$ cat src/sv/tkc_pkg.sv
// Shared types and constants for the top-k-by-count selector.
// No dependencies; used by the interfaces, the cells, the register block and the top level.
package tkc_pkg;

  localparam int ID_W        = 32;
  localparam int COUNT_W     = 32;
  localparam int RANK_W      = 4;
  localparam int TOP_COUNT_W = 5;
  localparam int DATA_W      = 32;
  localparam int ADDR_W      = 3;
  localparam int MAX_KEPT_DEF = 16;

  localparam logic [TOP_COUNT_W-1:0] TOP_COUNT_RST = TOP_COUNT_W'(16);

  // register indexes
  localparam logic [ADDR_W-3:0] REG_TOP_COUNT = '0;

  typedef struct packed {
    logic               valid;
    logic [ID_W-1:0]    id;
    logic [COUNT_W-1:0] count;
  } entry_t;

  typedef struct packed {
    logic insert;
    logic drain;
  } cell_ctl_t;

endpackage

$ cat src/sv/tkc_ifs.sv
// Valid/ready channel interfaces for the selector's input and result words.
// Depends on tkc_pkg for field widths.
interface tkc_in_if;
  import tkc_pkg::*;
  logic               valid;
  logic               ready;
  logic [ID_W-1:0]    word_id;
  logic [COUNT_W-1:0] word_count;
  logic               last_word;

  modport source (output valid, word_id, word_count, last_word, input ready);
  modport sink   (input valid, word_id, word_count, last_word, output ready);
endinterface

interface tkc_out_if;
  import tkc_pkg::*;
  logic               valid;
  logic               ready;
  logic [RANK_W-1:0]  rank;
  logic [ID_W-1:0]    best_id;
  logic [COUNT_W-1:0] best_count;
  logic               last_result;

  modport source (output valid, rank, best_id, best_count, last_result, input ready);
  modport sink   (input valid, rank, best_id, best_count, last_result, output ready);
endinterface

$ cat src/sv/top_k_by_count_selector.sv
// Top-k selector: a chain of MAX_KEPT cells keeps the highest-count words in sorted order.
// One word per cycle is taken while no results drain; all cells compare against it in parallel
// and shift in one step. On a last word, results start the next cycle, one per cycle from
// cell 0 while out_ch.ready is high, n words for n kept. Input is held off while results drain.
// Synchronous active-low reset empties the chain and sets top_count to 16.
// Depends on tkc_pkg, tkc_ifs, tkc_cell and tkc_regs.
module top_k_by_count_selector #(
  parameter int MAX_KEPT = tkc_pkg::MAX_KEPT_DEF
) (
  input  logic                        clk,
  input  logic                        rst_n,
  tkc_in_if.sink                      in_ch,
  tkc_out_if.source                   out_ch,
  input  logic                        psel,
  input  logic                        penable,
  input  logic                        pwrite,
  input  logic [tkc_pkg::ADDR_W-1:0]  paddr,
  input  logic [tkc_pkg::DATA_W-1:0]  pwdata,
  output logic [tkc_pkg::DATA_W-1:0]  prdata,
  output logic                        pready
);
  import tkc_pkg::*;

  localparam int LIM_W = $clog2(MAX_KEPT + 1);
  localparam int CMP_W = (LIM_W > TOP_COUNT_W) ? LIM_W : TOP_COUNT_W;

  logic [TOP_COUNT_W-1:0] top_count;
  logic [CMP_W-1:0]       tc_ext, lim;
  logic                   in_acc, out_acc;
  logic                   drain_r, drain_nxt;
  logic [RANK_W-1:0]      rank_r, rank_nxt;
  cell_ctl_t              ctl;
  entry_t                 ent [MAX_KEPT+1];
  entry_t                 prv [MAX_KEPT];
  logic [MAX_KEPT:0]      take_w;

  tkc_regs u_regs (
    .clk, .rst_n, .psel, .penable, .pwrite, .paddr, .pwdata, .prdata, .pready,
    .top_count
  );

  assign tc_ext = CMP_W'(top_count);
  always_comb begin
    if (tc_ext == '0) begin
      lim = CMP_W'(1);
    end else if (tc_ext > CMP_W'(MAX_KEPT)) begin
      lim = CMP_W'(MAX_KEPT);
    end else begin
      lim = tc_ext;
    end
  end

  assign in_ch.ready = ~drain_r;
  assign in_acc      = in_ch.valid & ~drain_r;
  assign out_acc     = drain_r & out_ch.ready;
  assign ctl.insert  = in_acc;
  assign ctl.drain   = out_acc;

  assign take_w[0]     = 1'b0;
  assign ent[MAX_KEPT] = '0;

  for (genvar i = 0; i < MAX_KEPT; i++) begin : g_cell
    if (i == 0) begin : g_head
      assign prv[i] = '0;
    end else begin : g_body
      assign prv[i] = ent[i-1];
    end
    tkc_cell u_cell (
      .clk, .rst_n,
      .ctl,
      .in_range  (CMP_W'(i) < lim),
      .new_id    (in_ch.word_id),
      .new_count (in_ch.word_count),
      .prev_take (take_w[i]),
      .prev_ent  (prv[i]),
      .next_ent  (ent[i+1]),
      .take      (take_w[i+1]),
      .ent       (ent[i])
    );
  end

  assign out_ch.valid       = drain_r;
  assign out_ch.rank        = rank_r;
  assign out_ch.best_id     = ent[0].id;
  assign out_ch.best_count  = ent[0].count;
  assign out_ch.last_result = ~ent[1].valid;

  always_comb begin
    drain_nxt = drain_r;
    rank_nxt  = rank_r;
    if (in_acc && in_ch.last_word) begin
      drain_nxt = 1'b1;
      rank_nxt  = '0;
    end else if (out_acc) begin
      rank_nxt = rank_r + RANK_W'(1);
      if (~ent[1].valid) begin
        drain_nxt = 1'b0;
      end
    end
  end

  always_ff @(posedge clk) begin
    if (!rst_n) begin
      drain_r <= 1'b0;
      rank_r  <= '0;
    end else begin
      drain_r <= drain_nxt;
      rank_r  <= rank_nxt;
    end
  end

endmodule

$ cat src/sv/tkc_cell.sv
// One slot of the sorted insertion chain: holds an entry, inserts or shifts down on a word,
// shifts up while draining. Depends on tkc_pkg.
module tkc_cell (
  input  logic               clk,
  input  logic               rst_n,
  input  tkc_pkg::cell_ctl_t ctl,
  input  logic               in_range,
  input  logic [tkc_pkg::ID_W-1:0]    new_id,
  input  logic [tkc_pkg::COUNT_W-1:0] new_count,
  input  logic               prev_take,
  input  tkc_pkg::entry_t    prev_ent,
  input  tkc_pkg::entry_t    next_ent,
  output logic               take,
  output tkc_pkg::entry_t    ent
);
  import tkc_pkg::*;

  logic               valid_r, valid_nxt;
  logic [ID_W-1:0]    id_r, id_nxt;
  logic [COUNT_W-1:0] count_r, count_nxt;
  logic               eff_valid;

  assign eff_valid = valid_r & in_range;
  // ties keep the older entry ahead
  assign take = in_range & (~eff_valid | (count_r < new_count));

  assign ent.valid = eff_valid;
  assign ent.id    = id_r;
  assign ent.count = count_r;

  always_comb begin
    valid_nxt = valid_r;
    id_nxt    = id_r;
    count_nxt = count_r;
    if (ctl.insert) begin
      if (prev_take) begin
        valid_nxt = prev_ent.valid & in_range;
        id_nxt    = prev_ent.id;
        count_nxt = prev_ent.count;
      end else if (take) begin
        valid_nxt = 1'b1;
        id_nxt    = new_id;
        count_nxt = new_count;
      end else begin
        valid_nxt = eff_valid;
      end
    end else if (ctl.drain) begin
      valid_nxt = next_ent.valid;
      id_nxt    = next_ent.id;
      count_nxt = next_ent.count;
    end
  end

  always_ff @(posedge clk) begin
    if (!rst_n) begin
      valid_r <= 1'b0;
    end else begin
      valid_r <= valid_nxt;
    end
    id_r    <= id_nxt;
    count_r <= count_nxt;
  end

endmodule

$ cat src/sv/tkc_regs.sv
// APB-style configuration register block holding top_count.
// Depends on tkc_pkg.
module tkc_regs (
  input  logic                             clk,
  input  logic                             rst_n,
  input  logic                             psel,
  input  logic                             penable,
  input  logic                             pwrite,
  input  logic [tkc_pkg::ADDR_W-1:0]       paddr,
  input  logic [tkc_pkg::DATA_W-1:0]       pwdata,
  output logic [tkc_pkg::DATA_W-1:0]       prdata,
  output logic                             pready,
  output logic [tkc_pkg::TOP_COUNT_W-1:0]  top_count
);
  import tkc_pkg::*;

  logic [TOP_COUNT_W-1:0] top_count_r;
  logic                   hit;

  assign pready    = 1'b1;
  assign top_count = top_count_r;
  assign hit       = (paddr[ADDR_W-1:2] == REG_TOP_COUNT);
  assign prdata    = hit ? DATA_W'(top_count_r) : '0;

  always_ff @(posedge clk) begin
    if (!rst_n) begin
      top_count_r <= TOP_COUNT_RST;
    end else if (psel && penable && pwrite && pready && hit) begin
      top_count_r <= pwdata[TOP_COUNT_W-1:0];
    end
  end

endmodule

$ cat src/flat_wrapper.sv
// flat-port wrapper written by rule: the top's interface ports become plain ports
module top_k_by_count_selector_flat import tkc_pkg::*;
#(
  parameter int MAX_KEPT = tkc_pkg::MAX_KEPT_DEF
)
  (clk, rst_n, psel, penable, pwrite, paddr, pwdata, prdata, pready, in_ch_valid, in_ch_word_id, in_ch_word_count, in_ch_last_word, in_ch_ready, out_ch_valid, out_ch_rank, out_ch_best_id, out_ch_best_count, out_ch_last_result, out_ch_ready);
  tkc_in_if in_ch_i ();
  tkc_out_if out_ch_i ();
  input  logic clk;
  input  logic rst_n;
  input  logic psel;
  input  logic penable;
  input  logic pwrite;
  input  logic [tkc_pkg::ADDR_W-1:0] paddr;
  input  logic [tkc_pkg::DATA_W-1:0] pwdata;
  output logic [tkc_pkg::DATA_W-1:0] prdata;
  output logic pready;
  input wire logic [$bits(in_ch_i.valid)-1:0] in_ch_valid;
  input wire logic [$bits(in_ch_i.word_id)-1:0] in_ch_word_id;
  input wire logic [$bits(in_ch_i.word_count)-1:0] in_ch_word_count;
  input wire logic [$bits(in_ch_i.last_word)-1:0] in_ch_last_word;
  output wire logic [$bits(in_ch_i.ready)-1:0] in_ch_ready;
  output wire logic [$bits(out_ch_i.valid)-1:0] out_ch_valid;
  output wire logic [$bits(out_ch_i.rank)-1:0] out_ch_rank;
  output wire logic [$bits(out_ch_i.best_id)-1:0] out_ch_best_id;
  output wire logic [$bits(out_ch_i.best_count)-1:0] out_ch_best_count;
  output wire logic [$bits(out_ch_i.last_result)-1:0] out_ch_last_result;
  input wire logic [$bits(out_ch_i.ready)-1:0] out_ch_ready;
  assign in_ch_i.valid = in_ch_valid;
  assign in_ch_i.word_id = in_ch_word_id;
  assign in_ch_i.word_count = in_ch_word_count;
  assign in_ch_i.last_word = in_ch_last_word;
  assign in_ch_ready = in_ch_i.ready;
  assign out_ch_valid = out_ch_i.valid;
  assign out_ch_rank = out_ch_i.rank;
  assign out_ch_best_id = out_ch_i.best_id;
  assign out_ch_best_count = out_ch_i.best_count;
  assign out_ch_last_result = out_ch_i.last_result;
  assign out_ch_i.ready = out_ch_ready;
  top_k_by_count_selector #(.MAX_KEPT(MAX_KEPT)) u_core (.clk(clk), .rst_n(rst_n), .in_ch(in_ch_i), .out_ch(out_ch_i), .psel(psel), .penable(penable), .pwrite(pwrite), .paddr(paddr), .pwdata(pwdata), .prdata(prdata), .pready(pready));
endmodule
$ cat config.mk
export PLATFORM = sky130hd
export DESIGN_NAME = top_k_by_count_selector_flat
export DESIGN_NICKNAME = d
export VERILOG_FILES = /design/src/sv/tkc_pkg.sv /design/src/sv/tkc_ifs.sv /design/src/sv/top_k_by_count_selector.sv /design/src/sv/tkc_cell.sv /design/src/sv/tkc_regs.sv /design/src/flat_wrapper.sv
export SDC_FILE = /design/constraint.sdc
export NUM_CORES = 2
export LEC_CHECK = 0
export ABC_AREA = 1
export ABC_CLOCK_PERIOD_IN_PS = 9800
export BUFFER_PORTS_ARGS = -buffer_cell sky130_fd_sc_hd__clkbuf_2
export CAP_MARGIN = 10
export CORE_MARGIN = 10
export CORE_UTILIZATION = 55
export DETAILED_ROUTE_END_ITERATION = 6
export HOLD_SLACK_MARGIN = 0.08
export PLACE_DENSITY = 0.72
export REMOVE_ABC_BUFFERS = 1
export SKIP_LAST_GASP = 1
export SYNTH_ARGS = -nofsm -noshare
export SYNTH_HDL_FRONTEND = slang
export SYNTH_SLANG_ARGS = --single-unit
export TNS_END_PERCENT = 50
$ cat constraint.sdc
create_clock -name clk -period 9.8 [get_ports clk]
set_input_delay 2.45 -clock clk [delete_from_list [all_inputs] [get_ports clk]]
set_output_delay 2.45 -clock clk [all_outputs]
set_load 0.05 [all_outputs]
# --- Word level (Yosys, flattened, before mapping) ---
# Index checks and enable logic that the tools add are counted.
totals:
  inputBits: 107
  elab_cells: 405
  out_inout_bits: 104
  reg_bits: 1050
op_classes:
  add_sub_neg: 1
  reduce_logical: 25
  eq_ne: 17
  n_mux: 194
  n_lt_le_gt_ge: 33
  bitwise_logic: 84
op_table:
  columns: ["cell", "n"]
  rows:
  - ["2-to-1 mux 32 bit", 125]
  - ["less-than comparator 32 bit", 16]
  - ["2-to-1 mux 1 bit", 66]
  - ["bitwise AND 1 bit", 49]
  - ["!= test 3 bit (second input constant)", 15]
  - ["less-than comparator 4 x 5 -> 1 bit (first input constant)", 8]
  - ["AND reduction 2 bit", 17]
  - ["less-than comparator 3 x 5 -> 1 bit (first input constant)", 4]
  - ["NOT 1 bit", 19]
  - ["bitwise OR 1 bit", 16]
  - ["2-to-1 mux 5 bit", 3]
  - ["less-than comparator 1 x 5 -> 1 bit (first input constant)", 2]
  - ["less-than comparator 2 x 5 -> 1 bit (first input constant)", 2]
  - ["> comparator 5 bit (second input constant)", 1]
  - ["zero test 5 bit", 1]
  - ["adder 4 x 1 -> 4 bit (second input constant)", 1]
  - ["logical AND 1 bit", 4]
  - ["nonzero test 2 bit", 2]
  - ["!= test 2 x 1 -> 1 bit (second input constant)", 1]
  - ["!= test 2 bit (second input constant)", 1]
  - ["OR reduction 2 bit", 1]

# --- Logic depth before layout (Yosys ltp) ---
depth:
  ltp_word: 11
  depth_mapped: 19
  ltp_nobuf: 18

# --- Hierarchy ---
# Synthesis repeated with hierarchy kept, for this count alone.
hier_totals:
  cells_unflattened: 8118
  area_unflattened_um2: 66689.0
by_module_without_submodules:
  columns: ["mod", "seq_area_each_um2", "cells_each", "instances", "area_per_inst_um2"]
  rows:
  - ["tkc_cell at u_core.g_cell[0].u_cell ...", 1941.9, 498, 15, 4111.4]
  - ["tkc_cell at u_core.g_cell[9].u_cell", 1941.9, 497, 1, 4106.4]
  - ["tkc_regs", 100.1, 75, 1, 488.0]
  - ["top_k_by_count_selector", 100.1, 76, 1, 422.9]

# --- Worst setup path after synthesis ---
# No wires, ideal clock.
synth_path:
  kind: "in2reg"
  startpoint: "input port in_ch_word_count[17]"
  endpoint: "register u_core.g_cell[3].u_cell.count_r[0] (enable)"
  required_time_ps: 9293
  setup_slack_ps: 1863
  path_buffers: 1
  path_stages: 13
  arrival_ps: 7430
  cell_sequence: "clkinv_1 -> ha_1 -> nand2_1 -> inv_1 -> o21ai_0 -> a21oi_1 -> o21ba_2 -> nor2_1 -> nand2_1 -> nand2_1 -> nand2_1 -> clkbuf_1 -> a21oi_1"
synth_between:
  elab_chain_len: 5
  elab_cells_between_ends: 8
  cone_classes: "2 x order compare; 1 x eq/ne; 4 x bitwise; 1 x reduce/logical"
synth_rtl:
  columns: ["item", "line", "text"]
  rows:
  - ["from (decl)", "flat_wrapper.sv:20", "input wire logic [$bits(in_ch_i.word_count)-1:0] in_ch_word_count;"]
  - ["less-than comparator 32 bit", "tkc_cell.sv:25", "assign take = in_range & (~eff_valid | (count_r < new_count));"]
  - ["bitwise OR 1 bit", "tkc_cell.sv:25", null]
  - ["bitwise AND 1 bit", "tkc_cell.sv:25", null]
  - ["!= test 3 bit (no source line) *", null, null]
  - ["AND reduction 2 bit (no source line) *", null, null]
  - ["to (signal assigned)", "tkc_cell.sv:61", "count_r <= count_nxt;"]
  - ["to (decl)", "tkc_cell.sv:20", "logic [COUNT_W-1:0] count_r, count_nxt;"]
# Mark *: on every way between the ends. The rest lies on a longest branch, timed or not.
# A chain may end at the register's enable or synchronous reset.

# --- Worst setup path after layout ---
layout_path:
  startpoint: "input port in_ch_word_count[2]"
  endpoint: "register u_core.g_cell[5].u_cell.id_r[28] (enable)"
layout_between:
  elab_chain_len: 5
  elab_cells_between_ends: 8
  cone_classes: "2 x order compare; 1 x eq/ne; 4 x bitwise; 1 x reduce/logical"
layout_rtl:
  columns: ["item", "line", "text"]
  rows:
  - ["less-than comparator 32 bit", "tkc_cell.sv:25", null]
  - ["bitwise OR 1 bit", "tkc_cell.sv:25", null]
  - ["bitwise AND 1 bit", "tkc_cell.sv:25", null]
  - ["!= test 3 bit (no source line) *", null, null]
  - ["AND reduction 2 bit (no source line) *", null, null]
  - ["to (signal assigned)", "tkc_cell.sv:60", "id_r <= id_nxt;"]
  - ["to (decl)", "tkc_cell.sv:19", "logic [ID_W-1:0] id_r, id_nxt;"]
# Marks and branches as above.

==> results.json <==
{
  "die_w_microns": 374,
  "worst_hold_path_type": "reg2reg",
  "rows": 129,
  "final_common_cell": "nand2_1",
  "grt_antenna_before_repair": 5,
  "rsz0062_at_grt": "false",
  "violations": "DRC",
  "ys_async_sr_fraction": 0,
  "first_global_vias": 58100,
  "crit_required_ns": 10.25,
  "grt_max_degree": 185,
  "min_period_over_period": 0.705,
  "insertion_delay_ns": 0.77,
  "post_cts_resized": 0,
  "cpMostUsedCell": "nand2_1",
  "skew_ns": 0.0457,
  "seq_area_frac_synth": 0.455,
  "io_buffers": 153,
  "p_int_mw": 10.5,
  "run_status": "finished, violations left",
  "layout-drive-gt1-share": 0.0561,
  "pwr-share-clk": 0.263,
  "p_leak_nw": 36.5,
  "hpwl_microns": 136000,
  "cts.sinks": 1050,
  "overflow": 0,
  "cts-root-buf": "clkbuf_16",
  "period_needed_ns": 6.91,
  "grt_pass1_wl_microns": 344000,
  "ys_seq_elements": 1050,
  "pwr-share-seq": 0.428,
  "r2r_end": "u_core.g_cell[5].u_cell.id_r[28]",
  "slew_viol_final": 0,
  "hold_violations": 0,
  "timing.fmax_ghz": 0.145,
  "gp_congestion": 0.868,
  "cts_made_buffers": 117,
  "dpl_worst_slack_ns": 2.35,
  "avgSynthCellArea_sq_um": 7.88,
  "reg2regPathDepth": 13,
  "cts.path.max_buffers": 3,
  "crit_chain": "clkbuf_2, clkinv_1, ha_1, nand2_1, o21ai_0, nand2_1, nand2_1, nand2_1, nand2_1, nand2_1, nand2_4, nand2_4, nand2_1, nand3_4, buf_4",
  "utilization": 0.595,
  "nets": 9151,
  "worstMarginPinSlew_ns": 1.24,
  "syn_inst": 8727,
  "regToRegSetupSlack_ns": 5.06,
  "synth_edf_count": 1024,
  "vias_per_cell": 5.99,
  "slew_headroom": 0.170,
  "yosysUniqueCellTypes": 43,
  "switching_share": 0.373,
  "drcViolationCount": 8,
  "holdCritStartpoint": "u_core.g_cell[13].u_cell.valid_r",
  "die_area_sq_um": 140000,
  "final_antenna_net_count": 0,
  "cts-hold-fix-buffers": 0,
  "cts_tree": "built",
  "holdPathEnd": "u_core.g_cell[12].u_cell.valid_r",
  "setup_viol": 0,
  "slowest_delay_ns": 0.93,
  "start_util": 0.555,
  "synth_area_sq_um": 68800,
  "critPathTopFamily": "simple AND/OR/NAND/NOR gates",
  "dr.pass1.iters": 7,
  "htree_levels": 3,
  "power_density_nw_per_um2": 226,
  "tns_ns": 0,
  "worstPathMaxFanout": 45,
  "cts_setup_buffers": 0,
  "coreArea_sq_um": 124000,
  "synthToLayoutAreaGrowth_pct": 7.23,
  "path_buf_inv": 3,
  "max_cap_viol_count": 0,
  "critPathCaptureType": "flip-flop",
  "whs_path_depth": 2,
  "vdd_ir_drop_max_mv": 0.148,
  "dr_total_vias": 61600,
  "p_sw_mw": 6.23,
  "fin_ws_ns": 2.89,
  "clk_pin_slew_ns": 0.06,
  "critPathSlowestCell": "nand3_4",
  "synth-main-ff-cell": "edfxtp_1",
  "p_comb_frac": 0.308,
  "critical_path_class": "in2reg",
  "wire_per_inst_microns": 22.4,
  "first_iter_violations": 8726,
  "cp.arrival_ns": 7.36,
  "cp-start-kind": "input port",
  "die_h_microns": 374,
  "grt_usage": 0.313,
  "totalWireLength_microns": 230000,
  "worstReg2RegStart": "u_core.g_cell[5].u_cell.count_r[31]",
  "yosysWarnings": 0,
  "io_pins": 211,
  "mostFrequentLayoutCells": "nand2_1, nand3_1, edfxtp_1, inv_1, ha_1"
}
## power by group through the flow
stage                     sequential, mW  combinational, mW  clock [mW]
final                               7.15               5.15        4.39
after floorplan                     7.10               3.66           0
after global placement              7.15               4.80           0
after CTS                           7.11               5.02        4.42
after detailed placement            7.18               4.98           0
after global routing                7.25               5.67        4.58
## how the worst max path moves through the flow
stage                             start  slack [ns]  cells past startpoint                                   to
floorplan                   in_ch_valid      -39.02                      4   u_core.g_cell[9].u_cell.count_r[0]
global placement    in_ch_word_count[7]        2.39                     14  u_core.g_cell[4].u_cell.count_r[23]
detailed placement  in_ch_word_count[2]        2.35                     15     u_core.g_cell[5].u_cell.id_r[31]
CTS                 in_ch_word_count[2]        3.15                     15     u_core.g_cell[5].u_cell.id_r[29]
global route        in_ch_word_count[1]        2.80                     15     u_core.g_cell[5].u_cell.id_r[27]
finish              in_ch_word_count[2]        2.89                     15     u_core.g_cell[5].u_cell.id_r[28]
## state kept, by name, indices dropped and copies added, names as in the netlist
| name | flops |
|---|---|
| u_core.g_cell.u_cell.count_r | 512 |
| u_core.g_cell.u_cell.valid_r | 16 |
| u_core.g_cell.u_cell.id_r | 512 |
| u_core.u_regs.top_count | 5 |
| u_core.out_ch.rank | 4 |
| u_core.out_ch.valid | 1 |
## kinds of logic after synthesis
| group | Yosys count | synth area share |
|---|---|---|
| flops | 1050 | 0.455 |
| compound gates | 476 | 0.0369 |
| fa+ha+maj | 497 | 0.0904 |
| simple gates | 5355 | 0.333 |
| other cells | 2 | 0.000109 |
| buf+inv | 1345 | 0.0845 |
| xor+xnor | 2 | 0.000255 |
## area by class of cell
| type | instances | area [sq um] |
|---|---|---|
| clock buffers | 153 | 3150 |
| fillers | 11000 | 50200 |
| inverters | 766 | 2890 |
| repair buffers | 254 | 1600 |
| diodes | 1 | 2.50 |
| flip-flops and latches | 1050 | 31300 |
| well taps | 1637 | 2050 |
| multi-input cells | 6358 | 32300 |
| clock inverters | 64 | 522 |
## cells in the mapped netlist (all sizes together) (26+ instances only)
cell type | n | share of area
nor2 | 224 | 0.012
buf | 328 | 0.029
a21oi | 321 | 0.023
edfxtp | 1024 | 0.45
clkbuf | 251 | 0.014
ha | 497 | 0.090
o21ai | 95 | 0.0069
nand3b | 263 | 0.029
nand3 | 1204 | 0.088
dfxtp | 26 | 0.0076
nand2 | 3527 | 0.19
clkinv | 32 | 0.0017
inv | 734 | 0.040
nand4 | 93 | 0.0085
## worst reg2reg max path, delay by kind of cell (launching register included)
family / cells / cell delay (ns)
flops: 1 / 0.43
simple gates: 10 / 2.92
fa+ha+maj: 1 / 0.32
buf+inv: 2 / 0.74
## metal layers
| layer | wire, microns | track usage | part of all wire | vias up |
|---|---|---|---|---|
| met3 | 29400 | 0.0825 | 0.13 | 646 |
| met5 | 131 | 0.00549 | 0.00057 | - |
| met4 | 10600 | 0.140 | 0.046 | 6 |
| met1 | 87300 | 0.399 | 0.38 | 28700 |
| met2 | 102000 | 0.497 | 0.45 | 3878 |
| li1 | - | - | - | 28400 |
## per-stage QoR
step / area (sq um) / instances / power (mW) / hold slack, ns
floorplan: 66000 / 8174 / 10.8 / 0.454
detailed placement: 70100 / 10100 / 12.2 / 0.497
CTS: 73800 / 10300 / 16.5 / 0.507
global route: 73800 / 10300 / 17.5 / 0.530
finish: 73800 / 10300 / 16.7 / 0.509
global placement: 70100 / 10100 / 11.9 / 0.484
Power figures use the tool's default switching activity.
